<file path="config.mk">
export PLATFORM = sky130hd
export DESIGN_NAME = stuffed_frame_receiver_xor_check_core
export DESIGN_NICKNAME = d
export VERILOG_FILES = /design/src/hdl/sfrx_pkg.sv /design/src/hdl/sfrx_frame_dec.sv /design/src/hdl/stuffed_frame_receiver_xor_check_core.sv
export SDC_FILE = /design/constraint.sdc
export NUM_CORES = 1
export LEC_CHECK = 0
export BUFFER_PORTS_ARGS = -buffer_cell sky130_fd_sc_hd__buf_2
export CAP_MARGIN = 40
export CORE_MARGIN = 1.5
export CORE_UTILIZATION = 64
export DETAILED_ROUTE_END_ITERATION = 6
export GPL_TIMING_DRIVEN = 0
export PLACE_DENSITY = 0.95
export SYNTH_ARGS = -nofsm -noshare
export SYNTH_HDL_FRONTEND = slang
export SYNTH_HIERARCHICAL = 1
export SYNTH_SLANG_ARGS = --single-unit
</file>
<file path="constraint.sdc">
create_clock -name clk -period 8.95 [get_ports clk]
set_input_delay 0.895 -clock clk [delete_from_list [all_inputs] [get_ports clk]]
set_output_delay 0.895 -clock clk [all_outputs]
set_load 0.02 [all_outputs]
</file>
<file path="src/hdl/sfrx_pkg.sv">
// shared types and constants for the stuffed frame receiver
`timescale 1ns / 1ps

package sfrx_pkg;

    localparam logic [7:0]  START_BYTE   = 8'h01;
    localparam logic [7:0]  ESCAPE_BYTE  = 8'h02;
    localparam logic [7:0]  END_BYTE     = 8'h03;
    localparam logic [7:0]  ESCAPE_MASK  = 8'h10;
    localparam logic [15:0] HEADER_BYTES = 16'd5;
    localparam logic [15:0] COUNT_MAX    = 16'hFFFF;

    localparam logic [1:0] ST_PAYLOAD  = 2'd0;
    localparam logic [1:0] ST_GOOD     = 2'd1;
    localparam logic [1:0] ST_BAD_SUM  = 2'd2;
    localparam logic [1:0] ST_SHORT    = 2'd3;

    typedef enum logic [1:0] {
        PH_HUNT  = 2'd0,
        PH_FRAME = 2'd1,
        PH_ESC   = 2'd2
    } phase_t;

    typedef struct packed {
        logic        valid;
        logic [15:0] command_code;
        logic [7:0]  data_byte;
        logic [15:0] byte_index;
        logic        frame_end;
        logic [1:0]  frame_status;
    } result_t;

endpackage

</file>
<file path="src/hdl/sfrx_frame_dec.sv">
// frame state and per-byte destuffing, header capture and checksum
`timescale 1ns / 1ps

module sfrx_frame_dec
    import sfrx_pkg::*;
(
    input  logic        clk,
    input  logic        rst_n,
    input  logic        take,
    input  logic [7:0]  raw_byte,
    output result_t     res
);

    phase_t      phase_reg, phase_next;
    logic [15:0] count_reg, count_next;
    logic [15:0] cmd_reg, cmd_next;
    logic [15:0] len_reg, len_next;
    logic [7:0]  check_reg, check_next;
    logic [7:0]  xor_reg, xor_next;

    logic        in_frame;
    logic        is_start;
    logic        is_end;
    logic        is_esc;
    logic        decode_now;
    logic [7:0]  dec_byte;
    logic [15:0] pay_idx;
    logic        header_done;
    logic [15:0] pay_count;

    assign in_frame    = (phase_reg == PH_FRAME) || (phase_reg == PH_ESC);
    assign is_start    = raw_byte == START_BYTE;
    assign is_end      = raw_byte == END_BYTE;
    assign is_esc      = raw_byte == ESCAPE_BYTE;
    assign dec_byte    = (phase_reg == PH_ESC) ? (raw_byte ^ ESCAPE_MASK) : raw_byte;
    assign decode_now  = in_frame && !is_start && !is_end
                         && ((phase_reg == PH_ESC) || !is_esc);
    assign pay_idx     = count_reg - HEADER_BYTES;
    assign header_done = count_reg >= HEADER_BYTES;
    assign pay_count   = !header_done ? 16'd0
                         : ((pay_idx < len_reg) ? pay_idx : len_reg);

    // next phase
    always_comb
    begin
        phase_next = phase_reg;
        unique case (phase_reg)
            PH_FRAME:
            begin
                if (is_start)
                    phase_next = PH_FRAME;
                else if (is_end)
                    phase_next = PH_HUNT;
                else if (is_esc)
                    phase_next = PH_ESC;
                else
                    phase_next = PH_FRAME;
            end
            PH_ESC:
            begin
                if (is_end)
                    phase_next = PH_HUNT;
                else
                    phase_next = PH_FRAME;
            end
            default:
            begin
                phase_next = is_start ? PH_FRAME : PH_HUNT;
            end
        endcase
    end

    // data path and result
    always_comb
    begin
        count_next = count_reg;
        cmd_next   = cmd_reg;
        len_next   = len_reg;
        check_next = check_reg;
        xor_next   = xor_reg;
        res        = '0;

        if (is_start)
        begin
            count_next = '0;
            cmd_next   = '0;
            len_next   = '0;
            check_next = '0;
            xor_next   = '0;
        end
        if (in_frame && is_end && !is_start)
        begin
            res.valid        = 1'b1;
            res.frame_end    = 1'b1;
            res.byte_index   = pay_count;
            if (!header_done)
                res.frame_status = ST_SHORT;
            else if (xor_reg == check_reg)
                res.frame_status = ST_GOOD;
            else
                res.frame_status = ST_BAD_SUM;
        end
        if (decode_now && (count_reg != COUNT_MAX))
        begin
            count_next = count_reg + 16'd1;
            if (count_reg < 16'd2)
            begin
                cmd_next = {cmd_reg[7:0], dec_byte};
                xor_next = xor_reg ^ dec_byte;
            end
            else if (count_reg < 16'd4)
            begin
                len_next = {len_reg[7:0], dec_byte};
                xor_next = xor_reg ^ dec_byte;
            end
            else if (count_reg == 16'd4)
            begin
                check_next = dec_byte;
            end
            else if (pay_idx < len_reg)
            begin
                xor_next           = xor_reg ^ dec_byte;
                res.valid          = 1'b1;
                res.data_byte      = dec_byte;
                res.byte_index     = pay_idx;
                res.frame_status   = ST_PAYLOAD;
            end
        end
        res.command_code = cmd_next;
    end

    always_ff @(posedge clk or negedge rst_n)
    begin
        if (!rst_n)
        begin
            phase_reg <= PH_HUNT;
            count_reg <= '0;
            cmd_reg   <= '0;
            len_reg   <= '0;
            check_reg <= '0;
            xor_reg   <= '0;
        end
        else if (take)
        begin
            phase_reg <= phase_next;
            count_reg <= count_next;
            cmd_reg   <= cmd_next;
            len_reg   <= len_next;
            check_reg <= check_next;
            xor_reg   <= xor_next;
        end
    end

endmodule

</file>
<file path="src/hdl/stuffed_frame_receiver_xor_check_core.sv">
// top level of the byte-stuffed frame receiver with xor checksum
`timescale 1ns / 1ps

// Takes one raw serial byte per request and gives at most one result per byte:
// a decoded payload byte, or a status at the end byte of a frame (good,
// checksum mismatch, too short). Every byte is handled by the destuffing
// and header logic feeding one output register, so a byte can be taken
// every clock; in_stall rises only while a result sits in the output
// register and out_stall holds it there.

module stuffed_frame_receiver_xor_check_core
    import sfrx_pkg::*;
(
    input  logic        clk,
    input  logic        rst_n,
    input  logic        in_valid,
    output logic        in_stall,
    input  logic [7:0]  raw_byte,
    output logic        out_valid,
    input  logic        out_stall,
    output logic [15:0] command_code,
    output logic [7:0]  data_byte,
    output logic [15:0] byte_index,
    output logic        frame_end,
    output logic [1:0]  frame_status
);

    result_t res;
    logic    take;
    logic    out_valid_reg, out_valid_next;
    result_t out_reg;

    assign in_stall = out_valid_reg && out_stall;
    assign take     = in_valid && !in_stall;

    sfrx_frame_dec u_dec (
        .clk      (clk),
        .rst_n    (rst_n),
        .take     (take),
        .raw_byte (raw_byte),
        .res      (res)
    );

    assign out_valid_next = (take && res.valid) || (out_valid_reg && out_stall);

    always_ff @(posedge clk or negedge rst_n)
    begin
        if (!rst_n)
            out_valid_reg <= 1'b0;
        else
            out_valid_reg <= out_valid_next;
    end

    always_ff @(posedge clk)
    begin
        if (take && res.valid)
            out_reg <= res;
    end

    assign out_valid    = out_valid_reg;
    assign command_code = out_reg.command_code;
    assign data_byte    = out_reg.data_byte;
    assign byte_index   = out_reg.byte_index;
    assign frame_end    = out_reg.frame_end;
    assign frame_status = out_reg.frame_status;

    // payload results always carry the payload status
    a_payload_status: assert property (@(posedge clk) disable iff (!rst_n)
        (out_valid && !frame_end) |-> (frame_status == ST_PAYLOAD))
        else $error("payload result with end status");

    // end results carry a real status and no data
    a_end_status: assert property (@(posedge clk) disable iff (!rst_n)
        (out_valid && frame_end) |-> (frame_status != ST_PAYLOAD && data_byte == 8'd0))
        else $error("bad end-of-frame result");

    // a short frame never reports payload bytes
    a_short_count: assert property (@(posedge clk) disable iff (!rst_n)
        (out_valid && frame_status == ST_SHORT) |-> (byte_index == 16'd0))
        else $error("short frame with payload count");

    // a stalled result is held until it is taken
    a_hold_result: assert property (@(posedge clk) disable iff (!rst_n)
        (out_valid && out_stall) |=> out_valid)
        else $error("stalled result lost");

endmodule
</file>
==> run metrics, run 1 <==
status finished, violations left; failing checks design-rule violations; P_leak 2.77 nW; peak supply drop 0.110 mV; clock transition at the registers of the reported paths 110 ps; Main synth FF type dfrtp_1; post-synthesis sequential area ratio 51.1%; CTS Buf Count 9; minimum clock period 4620 ps; Detail Route Antenna Nets 0; CP max stage delay 490 ps; Initial DRC Count 794; Crit. End Element flip-flop; final wirelength 15000 um; Final Cycle Share 51.6%; max cap viols 0; reg2reg path depth 14; R2R setup slack 4330 ps; WHS 533 ps; chip width 98.2 um; Post-synth ARST share 60.9%; Netlist cell types 63; cells along the critical path buf_2, nor3_1, nand4_1, or4_4, xnor2_1, ha_1, nand4_1, nor4_1, a32oi_1, nand2_1, o21ai_0, nand2_1, nor2_4, buf_12; FF+latch count, synth 110; RSZ-0062 raised after global routing no; gr ovfl total 0; layout net count 647; Resized Gates After CTS 0; CTS tree done; Yosys top cell by area dfrtp_1; crit path from u_dec/count_reg[6]; Crit-path slowest cell or4_4; H-tree levels 3; top cell type's share of synthesized area 28.9%; Worst setup SP type flip-flop; post-DR wirelength/cell 20.6 um; Syn. warnings 6; Die Ht 98.2 um; post-CTS setup buffers 0; Pins Over Slew Limit 0; Netlist Area Pre-Place 5800 um^2; core area 8760 um^2; Clock Tree Root clkbuf_8; insertion delay to the later sink of the worst-skew pair 390 ps; Area Overhead vs Synth 11.3%; vias per inst 6.84; setup TNS 0 ps; Slew headroom 43.9%; power density over the cells 207 nW/um^2; I/O pin count 57; RR Startpoint u_dec/count_reg[6]; final setup fails 0; Critical Path End byte_index[5]; largest net degree at the start of global routing 68; Sink Count 110; Crit Path Max Fanout 33; DR pass1 iterations 7; Synthesized Nets 581; Mapped Cells 549; RR Endpoint byte_index[5]; Clock Tree Buf Depth 2; first-pass GRT wire length 24100 um; DRC 10; top cells by area, synth dfrtp_1, edfxtp_1, a22o_1; proportion of layout cells with a drive suffix above 1 17.9%; initial antenna violation count 0; PortBufs 54; routed vias 4976; fmax 217 MHz; measured slew at the worst slew-check pin 842 ps; Total Die Area 9650 um^2; CP Class flip-flop to flip-flop; Clock Skew 25.0 ps; CP arrival 4700 ps; Mapped Avg Cell Area 10.6 um^2; Hold Violations, Final 0; Placer Congestion 0.979; cts hold-fix bufs 0; vias in the first global route 4750; Req. time, crit path 9030 ps; Starting Density 66.2%; number of synthesized flops with an enable pin 43; DP Wirelength 10300 um; hold crit path type flip-flop to flip-flop; Core Rows 34; ant diodes 0; gr usage total 31.7%; fillcell total 566
==> cells by family (layout without fill, tap and decap cells) <==
family	after synthesis	count (layout)	share of synthesized area [%]
muxes	3	3	0.560
DFF	110	110	51.1
xor gates and xnor gates	29	29	4.38
buffers and inverters	71	142	5.39
AOI/OAI and AO/OA	134	134	17.2
and+or+nand+nor	182	182	17.0
adders and majority gates	20	20	4.31
==> layout by cell type, fill, tap and decap left out, types with 9 or more instances in the layout <==
cell type / synthesis / layout
nand3_1: 33 / 33
edfxtp_1: 43 / 43
o21ai_0: 33 / 33
inv_1: 39 / 39
buf_2: 13 / 66
nand2b_1: 10 / 10
xnor2_1: 11 / 11
clkbuf_8: 0 / 9
nor2_1: 18 / 17
nor3_1: 17 / 17
dfrtp_1: 67 / 67
nand2_1: 55 / 55
o211ai_1: 21 / 21
ha_1: 20 / 20
xor2_1: 18 / 18
clkbuf_1: 14 / 14
a22o_1: 39 / 39
==> routing by layer <==
| metal | wire length, um | global-route usage (%) | up-vias |
|---|---|---|---|
| met5 | 0 | 0 | - |
| met4 | 650 | 16.5 | 0 |
| met3 | 1550 | 6.23 | 82 |
| met2 | 7140 | 51.2 | 394 |
| met1 | 5680 | 40.9 | 2356 |
| li1 | - | - | 2144 |
==> metrics by stage <==
step	cells	worst slack [ps]	utilization, %	cell area [um^2]	total power, W
after detailed placement	712	4520	71.2	6240	0.00101
after global routing	728	4160	73.7	6460	0.00140
after CTS	728	4440	73.7	6460	0.00133
after global placement	711	2760	70.9	6210	0.000982
final	728	4330	73.7	6460	0.00134
after floorplan	549	3830	-	5800	0.000902
==> worst min-delay path by stage <==
stage                            start                 end  slack (ps)  cells after the start
floorplan             u_dec/cmd_reg[2]   u_dec/cmd_reg[10]         470                      2
global placement      u_dec/cmd_reg[6]   u_dec/cmd_reg[14]         480                      2
detailed placement  u_dec/check_reg[4]  u_dec/check_reg[4]         500                      1
CTS                   u_dec/cmd_reg[0]    u_dec/cmd_reg[8]         520                      2
global route          u_dec/cmd_reg[0]    u_dec/cmd_reg[8]         550                      2
finish              u_dec/check_reg[3]  u_dec/check_reg[3]         530                      1
==> power breakdown <==
part	switching [W]	internal, W	total (W)
logic	0.000253	0.000147	0.000401
clock network	0.000188	0.000127	0.000316
registers	0.0000477	0.000576	0.000624
==> critical path: cells and delay by family, from the launching register on <==
family / cells / cell delay, ps
xor+xnor: 1 / 290
fa+ha+maj: 1 / 320
compound gates: 2 / 670
buf+inv: 2 / 460
simple gates: 8 / 2190
flops: 1 / 370
==> synth_stat cells (6+ instances only) <==
library cell,instances
a21oi_1,6
nor2_1,18
a22o_1,39
xor2_1,18
nand2b_1,10
clkbuf_1,14
nor4_1,6
o21ai_0,33
inv_1,39
dfrtp_1,67
xnor2_1,11
o211ai_1,21
nand4_1,7
nor3_1,17
ha_1,20
nand3_1,33
edfxtp_1,43
nand2_1,55
and2_1,6
o31ai_1,8
buf_2,13
==> layout make-up <==
cell class	instances	area [um^2]	area share (%)
timing repair buffer	55	293	4.53
tap	108	135	2.09
sequential	110	2970	45.9
inverter	40	150	2.32
clock buffer	10	149	2.30
clock inverter	6	73.8	1.14
multi-input combinational	368	2530	39.2
buffer	31	163	2.52
(Power assumes the default switching activity.)
==> run 2: changes to the inputs <==
- CORE_UTILIZATION: 64 -> 59
- PLACE_DENSITY: 0.95 -> 0.91
- clock period: 8.95 -> 4.8 ns (I/O delays scaled with it)
==> run metrics, run 2 (synthesis results as in run 1) <==
chip width 102 um (+4.0%); Placed Area 6270 um^2 (+0.50%); Seq pwr share 47.0% (+0.5 points); Area Overhead vs Synth 11.5%; I/O pin count 57 (unchanged); cts hold-fix bufs 0 (unchanged); insertion delay to the later sink of the worst-skew pair 390 ps (about the same); Critical Path End byte_index[10]; hold crit path type input port to async pin; power share of the clock group 23.0% (-0.6 points); Comb power frac 29.9% (about the same); vias in the first global route 4418 (-7.0%); largest net degree at the start of global routing 68 (unchanged); area of the multi-input gates 2530 um^2 (about the same); first-pass GRT wire length 22700 um (-5.4%); switching part of the total 35.2% (-1.3 points); PortBufs 54 (unchanged); Post-Layout Cell Count 753 (+3.4%); peak supply drop 0.157 mV (+42%); crit path from u_dec/count_reg[1]; reg2reg path depth 14 (unchanged); power density over the cells 381 nW/um^2 (+84%); minimum clock period 4530 ps (-83.9 ps); Pins Over Slew Limit 0 (unchanged); H-tree levels 3 (unchanged); layout net count 647 (unchanged); Hold Violations, Final 0 (unchanged); cell internal pwr 0.00160 W (+87%); Initial DRC Count 565 (-29%); commonest non-fill, non-tap cell in the layout dfrtp_1; DP Wirelength 10100 um (-1.4%); final wirelength 14200 um (-5.7%); Clock Skew 10.3 ps (-14.8 ps); gr ovfl total 0 (unchanged); P_leak 2.76 nW (-0.33%); Die Ht 102 um (+4.0%); proportion of layout cells with a drive suffix above 1 17.9% (unchanged); post-CTS setup buffers 0 (unchanged); Crit Path Max Fanout 34 (+3.0%); RSZ-0062 raised after global routing no; DRC 0 (-10); commonest non-fill, non-tap cells in the layout dfrtp_1, buf_2, nand2_1; Crit. End Element flip-flop; fillcell total 718 (+27%); measured slew at the worst slew-check pin 879 ps (+36.8 ps); max cap viols 0 (unchanged); status finished clean; ant diodes 0 (unchanged); placed cells 737 (+3.5%); RR Endpoint byte_index[10]; final non-filler cell area 6470 um^2 (+0.12%); Total Die Area 10400 um^2 (+8.2%); Clock Tree Buf Depth 2 (unchanged); CTS tree done; Psw 0.000868 W (+77%); initial antenna violation count 0 (unchanged); final setup fails 0 (unchanged); Detail Route Antenna Nets 0 (unchanged); fmax 221 MHz (+1.9%); DR pass1 iterations 6 (-1); Req. time, crit path 4890 ps (-4140 ps); RR Startpoint u_dec/count_reg[1]; Placer Congestion 0.980 (+0.15%); R2R setup slack 270 ps (-4070 ps); Sink Count 110 (unchanged); Clock Tree Root clkbuf_8; Core Rows 36 (+5.9%); Starting Density 60.2% (-6.0 points); core area 9640 um^2 (+10%); CP Class flip-flop to flip-flop; post-DR wirelength/cell 18.8 um (-8.8%); gr usage total 28.5% (-3.2 points); vias per inst 6.42 (-6.0%); CP arrival 4620 ps (-80 ps); FF+latch area 2970 um^2 (unchanged); routed vias 4836 (-2.8%); Final Cycle Share 94.4% (+43 points); Slew headroom 41.4% (-2.5 points); Worst setup SP type flip-flop; clock transition at the registers of the reported paths 100 ps (about the same); CTS Buf Count 9 (unchanged)
## run 2: cell count changes in the layout (fill, tap and decap cells not counted)
cell       before  now
clkinv_8        3    0
bufinv_16       0    1
clkbuf_1       14   15
clkbuf_16       1    0
clkinv_2        1    2
inv_6           0    1
nand2_1        55   54
nand2_2         0    1
## run 2: area by class of cell
cell class              count  area share (%)
flip-flops and latches    110            45.9
multi-input cells         368            39.2
repair buffers             55            4.53
well taps                 133            2.57
plain buffers              31            2.51
inverters                  40            2.32
clock buffers              10            1.97
clock inverters             6            1.06
## run 2: worst max-delay path, stage by stage, from the launching register on
cell     delay, ps
dfrtp_1        390
buf_2          180
o21ai_2        280
nand4_1        200
or4_4          490
xnor2_1        310
ha_1           310
nand4_1        150
nor4_1          80
a32oi_1        420
nand2_2        260
o21ai_0        320
nand2_1        200
nor2_4         350
buf_12         260
## run 2: worst min path at each step
stage	to	slack, ps	depth (start not counted)
2_1_floorplan	out_valid	180	0
5_1_grt	u_dec/phase_reg[0]	280	1
4_1_cts	u_dec/len_reg[11]	230	1
3_3_place_gp	u_dec/cmd_reg[8]	480	2
3_5_place_dp	u_dec/cmd_reg[12]	490	2
6_report	u_dec/len_reg[15]	210	1
## run 2: repair_timing
item | 4_1_cts | 5_1_grt
endpoints found under the hold margin | 0 | 0
resized for setup | 0 | 1
endpoints found under the setup margin | 0 | 9
## run 2: metrics by stage
| step | setup TNS [ps] | utilization (%) | total power [W] | setup slack (ps) | hold WS, ps |
|---|---|---|---|---|---|
| 4_1_cts | 0 | 67.1 | 0.00244 | 266 | 234 |
| 3_3_place_gp | -24280 | 64.8 | 0.00184 | -570 | 479 |
| 2_1_floorplan | 0 | - | 0.00168 | 396 | 184 |
| 3_5_place_dp | 0 | 65.1 | 0.00189 | 291 | 490 |
| 5_1_grt | 0 | 67.1 | 0.00258 | 100 | 281 |
| 6_report | 0 | 67.1 | 0.00246 | 267 | 211 |
## run 2: power by group through the flow
stage	Clock [W]	Sequential [W]	Combinational [W]
CTS	0.000573	0.00115	0.000717
finish	0.000568	0.00116	0.000737
global placement	0	0.00117	0.000673
detailed placement	0	0.00117	0.000715
global route	0.000603	0.00117	0.000809
floorplan	0	0.00118	0.000506
## run 2: per-layer routing
layer	up-vias	part of all wire, %	wire (um)	GRT usage [%]
met5	-	0	0	0
met4	0	2.2	313	11.2
met3	45	9.4	1330	4.92
met2	322	49	6880	44.8
met1	2324	40	5640	39.7
li1	2145	-	-	-
==> run 3: changes to the inputs <==
- clock period: 4.8 -> 4.9 ns (I/O delays scaled with it)
==> run metrics, run 3 (synthesis results as in run 1) <==
clock transition at the registers of the reported paths 100 ps (about the same); status finished clean; Placed Area 6270 um^2 (unchanged); initial antenna violation count 0 (unchanged); Core Rows 36 (unchanged); Req. time, crit path 4990 ps (+100 ps); post-DR wirelength/cell 18.7 um (-0.37%); measured slew at the worst slew-check pin 883 ps (+4.10 ps); proportion of layout cells with a drive suffix above 1 17.7% (-0.16 points); final setup fails 0 (unchanged); Placer Congestion 0.980 (unchanged); max cap viols 0 (unchanged); DR pass1 iterations 6 (unchanged); ant diodes 0 (unchanged); RSZ-0062 raised after global routing no; Crit. End Element flip-flop; crit path from u_dec/count_reg[1]; Area Overhead vs Synth 11.4% (about the same); Pins Over Slew Limit 0 (unchanged); hold crit path type input port to async pin; Final Cycle Share 93.7% (-0.75 points); RR Endpoint byte_index[10]; PortBufs 54 (unchanged); fmax 218 MHz (-1.3%); Die Ht 102 um (unchanged); Starting Density 60.2% (unchanged); power density over the cells 373 nW/um^2 (-2.1%); Sink Count 110 (unchanged); vias per inst 6.40 (-0.35%); Crit Path Max Fanout 34 (unchanged); Clock Tree Buf Depth 2 (unchanged); DRC 0 (unchanged); Detail Route Antenna Nets 0 (unchanged); core area 9640 um^2 (unchanged); R2R setup slack 310 ps (+40 ps); CP Class flip-flop to flip-flop; CP arrival 4680 ps (+60 ps); final wirelength 14100 um (-0.37%); cells along the critical path buf_2, o21ai_2, nand4_1, or4_4, xnor2_1, ha_1, nand4_1, nor4_1, a32oi_1, nand2_1, o21ai_0, nand2_1, nor2_4, buf_12; post-CTS setup buffers 0 (unchanged); commonest non-fill, non-tap cell in the layout dfrtp_1; insertion delay to the later sink of the worst-skew pair 390 ps (about the same); Slew headroom 41.1% (-0.27 points); largest net degree at the start of global routing 68 (unchanged); Tot Pwr 0.00241 W (-2.1%); routed vias 4819 (-0.35%); CP max stage delay 490 ps (about the same); chip width 102 um (unchanged); CTS tree done; cts hold-fix bufs 0 (unchanged); P_leak 2.76 nW (about the same); Resized Gates After CTS 0 (unchanged); vias in the first global route 4418 (unchanged); gr usage total 28.5% (unchanged); RR Startpoint u_dec/count_reg[1]; first-pass GRT wire length 22700 um (unchanged); I/O pin count 57 (unchanged); WHS 203 ps (-8.38 ps); fillcell total 719 (+0.14%); Hold Violations, Final 0 (unchanged); peak supply drop 0.154 mV (-1.7%); Clock Skew 12.4 ps (+2.10 ps); CTS Buf Count 9 (unchanged); Initial DRC Count 589 (+4.2%); commonest non-fill, non-tap cells in the layout dfrtp_1, buf_2, nand2_1; layout net count 647 (unchanged); Crit-path slowest cell or4_4; Clock Tree Root clkbuf_8; reg2reg path depth 14 (unchanged); DP Wirelength 10100 um (unchanged); gr ovfl total 0 (unchanged); H-tree levels 3 (unchanged); Worst setup SP type flip-flop; Total Die Area 10400 um^2 (unchanged); minimum clock period 4590 ps (+57.7 ps); final non-filler cell area 6470 um^2 (about the same)
-- run 3: worst max path at each step --
stage | end | cells past startpoint
floorplan | byte_index[0] | 13
global placement | byte_index[2] | 13
detailed placement | byte_index[2] | 14
CTS | byte_index[10] | 14
global route | byte_index[8] | 14
finish | byte_index[10] | 14
-- run 3: final cells by class --
class / count / area [um^2] / area share (%)
Timing Repair Buffer: 55 / 293 / 4.53
Inverter: 40 / 150 / 2.32
Clock buffer: 10 / 128 / 1.97
Sequential cell: 110 / 2970 / 45.9
Multi-Input combinational cell: 368 / 2530 / 39.1
Tap cell: 133 / 166 / 2.57
Buffer: 31 / 163 / 2.51
Clock inverter: 6 / 68.8 / 1.06
-- run 3: report_power, final --
group | internal [W] | leakage, nW | total (W) | switching (W)
Combinational | 0.000269 | 1.40 | 0.000719 | 0.000451
Clock | 0.000241 | 0.103 | 0.000558 | 0.000317
Sequential | 0.00105 | 1.25 | 0.00113 | 0.0000820
-- run 3: critical path, delay by kind of cell, from the launching register on --
| family | cells | cell delay [ps] |
|---|---|---|
| adder cells (fa/ha/maj) | 1 | 310 |
| AO/OA/AOI/OAI | 3 | 1010 |
| buffers and inverters | 2 | 440 |
| AND/OR/NAND/NOR | 7 | 1820 |
| flip-flops | 1 | 390 |
| XOR/XNOR | 1 | 300 |
-- run 3: per-layer routing --
| metal | routed length (um) | GRT usage (%) | share of wire [%] |
|---|---|---|---|
| met5 | 0 | 0 | 0 |
| met2 | 6760 | 44.8 | 48 |
| met4 | 319 | 11.2 | 2.3 |
| met1 | 5730 | 39.7 | 41 |
| met3 | 1310 | 4.92 | 9.3 |
-- run 3: stage by stage --
stage,setup WS (ps),utilization [%],TNS [ps],cells
finish,310,67.1,0,753
global placement,-470,64.8,-19980,736
CTS,366,67.1,0,753
global route,99.4,67.1,0,753
detailed placement,391,65.1,0,737
floorplan,496,-,0,549
